**src/rtl/gbu_ram.sv**
```systemverilog
// Generic single write port, single read port RAM with registered read data.
module gbu_ram #(
    parameter int WIDTH = 5,
    parameter int DEPTH = 289
) (
    input  logic                     i_clk,
    input  logic                     i_we,
    input  logic [$clog2(DEPTH)-1:0] i_waddr,
    input  logic [WIDTH-1:0]         i_wdata,
    input  logic [$clog2(DEPTH)-1:0] i_raddr,
    output logic [WIDTH-1:0]         o_rdata
);
    logic [WIDTH-1:0] r_mem [DEPTH];
    logic [WIDTH-1:0] r_rdata;

    always_ff @(posedge i_clk) begin
        if (i_we) begin
            r_mem[i_waddr] <= i_wdata;
        end
        r_rdata <= r_mem[i_raddr];
    end

    assign o_rdata = r_rdata;
endmodule

```
**config.mk**
```make
export PLATFORM = sky130hd
export DESIGN_NAME = gbu_ram
export DESIGN_NICKNAME = d
export VERILOG_FILES = /design/src/rtl/gbu_ram.sv
export SDC_FILE = /design/constraint.sdc
export NUM_CORES = 1
export LEC_CHECK = 0
export BUFFER_PORTS_ARGS = -buffer_cell sky130_fd_sc_hd__buf_2
export CAP_MARGIN = 10
export CORE_MARGIN = 4
export CORE_UTILIZATION = 40
export CTS_CLUSTER_DIAMETER = 60
export DETAILED_ROUTE_END_ITERATION = 8
export HOLD_SLACK_MARGIN = 0.12
export PLACE_DENSITY_LB_ADDON = 0.12
export SYNTH_ARGS = -nofsm -noshare
export SYNTH_HDL_FRONTEND = slang
export SYNTH_SLANG_ARGS = --single-unit
```
**constraint.sdc**
```tcl
create_clock -name i_clk -period 3 [get_ports i_clk]
set_input_delay 0.3 -clock i_clk [delete_from_list [all_inputs] [get_ports i_clk]]
set_output_delay 0.3 -clock i_clk [all_outputs]
set_load 0.02 [all_outputs]
```
### After elaboration in Yosys (flattened, before gate mapping)

Memories as Yosys holds them, arrays and structs flattened. A register that Yosys moved wholly into a read port is not among the register bits.
Index checks and enable logic that the tools add are counted.

* reduce and logical (&&, ||, !) cells: 0
* bitwise logic cells: 0
* shifts and indexed selects: 0
* add/sub/neg operators: 0
* magnitude comparators: 0
* divide/modulo/power cells: 0
* mux-type cells: 2
* eq/ne operators: 0
* $mul: 0

Operators by type and width (number)
* 1-bit 2-to-1 mux: 2

* bits in latches: 0
* bits in writable memories: 1445
* ROM bits: 0
* memories: 1
* input bits: 25
* register bits: 0
* output and inout bits: 5
* word-level logic and storage cells: 3

Memory list
* r_mem: words 289, bits a word 5, read ports 1, clocked after memory_dff 1, wr ports 1, line 13 `logic [WIDTH-1:0] r_mem [DEPTH];`

### Longest topological paths before layout

Gate-level depths: netlist of run 1.

* depth after elaboration: 2
* depth in mapped cells: 13
* mapped depth without buffers: 7

### Least setup slack after synthesis of run 1

No wires, ideal clock.

* kind: input port to flip-flop
* start: input port i_raddr[0]
* end: register r_rdata[0], in the netlist o_rdata[0] (read register of r_mem)
* path buffers: 3
* library setup time: 0.129 ns
* arrival time: 2.213 ns
* slack: 0.657 ns
* stages: 9
* required time: 2.871 ns
* cell sequence: buf_6 > buf_6 > buf_2 > mux4_2 > mux4_2 > a22oi_1 > nand3_1 > o31ai_1 > a31oi_1

RTL lines
* from (decl): line 10 `input logic [$clog2(DEPTH)-1:0] i_raddr,`
* to (decl): line 14 `logic [WIDTH-1:0] r_rdata;`

==> results.yml, run 1 <==
setup_path:
  end_kind: "flop"
  crit_path_max_fanout: 1
  worstSetupPathType: "reg2reg"
  max_stage_delay_ns: 0.54
  critPathRequiredTime_ns: 3.67
  crit_chain: "mux4_2 -> a22o_1 -> a311oi_1 -> nand4_1 -> nor4_4 -> buf_4 -> a31oi_1"
  crit_path_top_delay_cell: "a311oi_1"
  cp-start-kind: "flop"
  cp_data_arrival_time_ns: 3.58
  r2r_slack_ns: 0.09
clock_network:
  cts_made_buffers: 157
  root_buffer: "clkbuf_16"
  clk_latency_ns: 0.79
  cts.clk_slew.worst_paths_ns: 0.06
  postCtsSetupRepairBufs: 0
  cts.htree.levels: 4
  clockBufferDepth: 3
  clkSinkCount: 1450
  cts_tree: "built"
yosys:
  synth_area_um2: 57200
  syn_nets: 2929
  ys_seq_area_frac: 0.761
  syn_avg_cell_area_um2: 19.7
  synth_warnings: 0
  ys_ff_latch: 1450
  synthDistinctLibCells: 54
  synth_edf_count: 1445
  synthArstFlopShare: 0
  synth-main-ff-cell: "edfxtp_1"
  netlist_instances: 2904
global_routing:
  grt_max_degree: 99
  first_global_vias: 30332
  track_usage: 0.205
  grt_pass1_wl_um: 218000
  grt_overflow: 0
  antenna_found_initial: 12
floorplan:
  die_x_um: 386
  die-area_um2: 149000
  start_util: 0.403
  die_h_um: 386
  rows: 138
  coreArea_um2: 142000
  pin_count: 30
placement:
  place_congestion: 0.842
  port_buffers: 29
  place_area_um2: 61500
  pre_cts_ws_ns: -0.520
  dp_cells: 4950
  dp_hpwl_um: 101000
final_layout:
  fill_cells: 11710
  synthToLayoutAreaGrowth_pct: 16.6
  post-route-util: 0.470
  finish.instance_area_um2: 66700
  layout.cells.non_filler: 5240
  drive_above_1_share: 0.253
  fin_nets: 3248
hold_path:
  hold_path_class: "in2reg"
pwr:
  leakagePower_nw: 21.4
  ir_drop_uv: 460
  p_per_area_nw_per_um2: 657
timing:
  finalSetupViolCount: 0
  hold_violations: 0
  finalWorstSetupSlack_ns: 0.0910
  max_freq_mhz: 344
  rsz0062_at_grt: "no"
  worst_slew_pin_slew_ns: 1.01
  fin_skew_ns: 0.0224
  fin_crit_ns: 2.91
  drv_slew: 0
  tns_ns: 0
  slew_headroom: 0.310
  timing.final.crit_share: 0.970
drt:
  drt-total-wl_um: 152000
  num_vias: 29322
  drt_first_iter_violations: 2823
  drt-pass1-iter-count: 6
  vias_per_cell: 5.60
  drc_errors: 0
  ant_nets: 0
  wl_per_cell_um: 29.0
run_status:
  status: "completed"
job:
  cap_violations: 0
what timing repair did:
item | 4_1_cts | 5_1_grt
setup endpoints to repair | 1 | 1
hold buffers | 4 | 0
gates resized for setup | 1 | 1
hold endpoints to repair | 106 | 0
per-stage QoR:
step                      hold slack, ns  power, W
final                              0.201    0.0438
after global routing               0.201    0.0452
after CTS                          0.136    0.0442
after detailed placement           0.645    0.0250
after global placement             0.609    0.0250
after floorplan                    0.399    0.0238
layer usage:
layer  wire (um)  global-route usage  share of wire  vias to the layer above
li1            -                   -              -                    12575
met3       11300              0.0567          0.074                      222
met4        3970              0.0632          0.026                        2
met2       72500               0.326           0.48                     1008
met1       64200               0.276           0.42                    15515
met5          17                   0        0.00011                        -
worst max-delay path: cells and delay by family (launching register included):
kind                   cells  cell delay (ns)
AOI/OAI and AO/OA          3             0.86
and+or+nand+nor            2             0.87
DFF                        1             0.37
muxes                      1             0.48
buffers and inverters      1             0.20
cell usage in the layout (no fill, tap or decap), types with 38 or more instances in the layout:
| master | Yosys | routed |
|---|---|---|
| edfxtp_1 | 1445 | 1445 |
| nor2_1 | 316 | 315 |
| mux4_2 | 275 | 275 |
| buf_4 | 14 | 264 |
| mux2i_1 | 231 | 231 |
| clkbuf_16 | 0 | 158 |
| nand2_1 | 83 | 83 |
| a22oi_1 | 61 | 61 |
| buf_12 | 2 | 40 |
| o21ai_0 | 38 | 38 |
power breakdown:
| group | switching [W] | internal (W) | total (W) |
|---|---|---|---|
| registers | 0.0000237 | 0.0223 | 0.0223 |
| clock network | 0.00790 | 0.0113 | 0.0192 |
| logic | 0.00138 | 0.000830 | 0.00221 |
| total | 0.00930 | 0.0345 | 0.0438 |
sequential cells by signal, indices dropped and copies added, names as in the netlist:
signal	flops
r_mem	1445
o_rdata	5
path summary, 6_finish.rpt:
path,startpoint,to,cells after the start
hold / removal,i_wdata[1],r_mem[143][1],1
hold reg to reg,r_mem[288][1],o_rdata[1],2
setup reg to reg,r_mem[245][4],o_rdata[4],7
setup / recovery,r_mem[245][4],o_rdata[4],7
final cells by class:
type,count,area [um2],area share
timing repair buffer,336,3030,0.0455
tap,1890,2360,0.0355
inverter,2,7.51,0.000113
multi-input combinational,1276,12600,0.189
antenna,8,20.0,0.000300
clock buffer,185,4060,0.0608
sequential,1450,43500,0.652
clock inverter,93,1070,0.0160
synth_stat cells (27+ instances only):
cell type	number	area, um2
a21oi_1	29	145
a221oi_1	36	315
a22oi_1	61	458
buf_2	27	135
buf_6	32	360
clkbuf_1	91	342
edfxtp_1	1445	43400
mux2i_1	231	2310
mux4_2	275	6190
nand2_1	83	312
nor2_1	316	1190
o211ai_1	29	218
o21ai_0	38	190
logic make-up (layout without fill, tap and decap cells):
group           count (synthesis)  in the layout  synth area share
buf+inv                       178            616            0.0188
mux                           512            512             0.150
other cells                     0              8                 0
flops                        1450           1450             0.761
simple gates                  510            510            0.0386
compound gates                254            254            0.0318
Power figures use the tool's default switching activity.
==> inputs of run 2 (changes only) <==
- RECOVER_POWER: not set -> 100
==> run 2 against run 1 <==
Net effect:
- the run now ends with max-capacitance violations, max-slew violations left
- cell count barely moved
- worst hold slack gained 0.014 ns
- fmax is 3.0% lower
- die area unchanged
- critical path type unchanged
- largest cell class unchanged
==> results.yml, run 2 (synthesized netlist as in run 1, its figures left out) <==
run_status:
  status: "finished with violations"
  violations: "max-capacitance violations, max-slew violations"
final_layout:
  fin_nets: 3248
  drive_above_1_share: 0.216
  regMostFlops: "r_mem"
  synthToLayoutAreaGrowth_pct: 15.6
  largest_reg_flops: 1445
  final_cell_mix: "edfxtp_1 (1445), nor2_1 (315), mux4_2 (275), mux2i_1 (231), clkbuf_16 (158)"
  post-route-util: 0.466
  layout_commonest_cell: "edfxtp_1"
pwr:
  p_seq_frac: 0.511
  pwr-share-clk: 0.440
  p_per_area_nw_per_um2: 662
  leakagePower_nw: 20.9
  p_sw_w: 0.00929
  pwr-share-comb: 0.049
  p_sw_frac: 0.212
  internal_power_w: 0.0345
  ir_drop_uv: 458
clock_network:
  root_buffer: "clkbuf_16"
  cts.htree.levels: 4
  clkSinkCount: 1450
  postCtsSetupRepairBufs: 0
  clk_latency_ns: 0.79
  cts.clk_slew.worst_paths_ns: 0.06
  cts_made_buffers: 157
  clockBufferDepth: 3
  cts_tree: "built"
floorplan:
  die-area_um2: 149000
  start_util: 0.403
  die_x_um: 386
  pin_count: 30
  rows: 138
  die_h_um: 386
  coreArea_um2: 142000
drt:
  drt_first_iter_violations: 2784
  vias_per_cell: 5.62
  wl_per_cell_um: 29.0
  drt-pass1-iter-count: 6
  drc_errors: 0
  num_vias: 29469
  drt-total-wl_um: 152000
  ant_nets: 0
timing:
  timing.final.crit_share: 1.00
  rsz0062_at_grt: "no"
  fin_skew_ns: 0.0230
  holdWs_ns: 0.214
  finalSetupViolCount: 0
  fin_crit_ns: 3.00
  max_freq_mhz: 333
  slew_headroom: -0.555
  drv_slew: 434
  worst_slew_pin_slew_ns: 2.33
  hold_violations: 0
global_routing:
  first_global_vias: 30332
  grt_max_degree: 99
  track_usage: 0.205
  grt_pass1_wl_um: 218000
  antenna_found_initial: 11
  grt_overflow: 0
setup_path:
  r2r-end: "o_rdata[4]"
  cp_data_arrival_time_ns: 3.66
  critPathRequiredTime_ns: 3.67
  cp-start-kind: "flop"
  end_kind: "flop"
  r2r-start: "r_mem[245][4]"
  worstSetupPathType: "reg2reg"
  r2r_cells: 7
  r2r_slack_ns: 0.001
  crit_path_max_fanout: 1
hold_path:
  min-delay-start: "i_raddr[3]"
  hold_path_class: "in2reg"
  min_to: "o_rdata[0]"
  hold_depth: 4
placement:
  port_buffers: 29
  place_congestion: 0.842
  dp_hpwl_um: 101000
job:
  cap_violations: 10
==> run 2: changes by cell type in the layout (fill, tap and decap cells not counted), sizes merged <==
| cell | change |
|---|---|
| diode | +2 |
| clkbuf | +144 |
| buf | -144 |
==> run 2: what timing repair did <==
item,CTS,global route
resized for setup,1,1
cloned,0,0
endpoints found under the hold margin,106,0
hold buffers,4,0
setup endpoints to repair,1,1
==> run 2: worst max-delay path, cell delays in order (launching register included) <==
cell      delay (ns)
edfxtp_1        0.37
mux4_2          0.48
a22o_1          0.26
a311oi_1        0.55
nand4_1         0.35
nor4_4          0.55
clkbuf_4        0.24
a31oi_1         0.07
==> run 2: how the worst max path moves through the flow <==
stage,endpoint,cells after the start,startpoint
3_5_place_dp,o_rdata[4],10,i_raddr[0]
3_3_place_gp,o_rdata[4],10,i_raddr[0]
4_1_cts,o_rdata[4],7,r_mem[245][4]
2_1_floorplan,o_rdata[0],9,i_raddr[0]
6_report,o_rdata[4],7,r_mem[245][4]
5_1_grt,o_rdata[4],7,r_mem[246][4]
==> run 2: final cells by class <==
type                            instances  area, um2
Antenna cell                           10       25.0
Clock buffer                          185       4060
Clock inverter                         93       1070
Fill cell                           11846      75700
Inverter                                2       7.51
Multi-Input combinational cell       1276      12600
Sequential cell                      1450      43500
Tap cell                             1890       2360
Timing Repair Buffer                  336       2410
==> run 2: power groups by stage <==
stage | registers, W | logic, W | clock network [W]
4_1_cts | 0.0223 | 0.00224 | 0.0196
3_5_place_dp | 0.0228 | 0.00223 | 0
3_3_place_gp | 0.0228 | 0.00220 | 0
6_report | 0.0223 | 0.00216 | 0.0192
5_1_grt | 0.0223 | 0.00230 | 0.0205
2_1_floorplan | 0.0228 | 0.00108 | 0
==> run 2: layer usage <==
metal / track usage / vias up / wire [um]
li1: - / 12571 / -
met1: 0.276 / 15665 / 64000
met2: 0.326 / 1007 / 72600
met3: 0.0567 / 224 / 11400
met4: 0.0632 / 2 / 4020
met5: 0 / - / 17
==> run 2: per-stage QoR <==
stage	cells	setup TNS [ns]	setup WS [ns]	power [W]	area [um2]
6_report	5242	0	0.00116	0.0437	66100
5_1_grt	5233	0	0.0253	0.0451	66000
4_1_cts	5232	0	0.0489	0.0442	66600
3_5_place_dp	4950	-1.24	-0.520	0.0250	61500
3_3_place_gp	4950	-1.29	-0.584	0.0250	61500
2_1_floorplan	2904	0	0.657	0.0238	57200
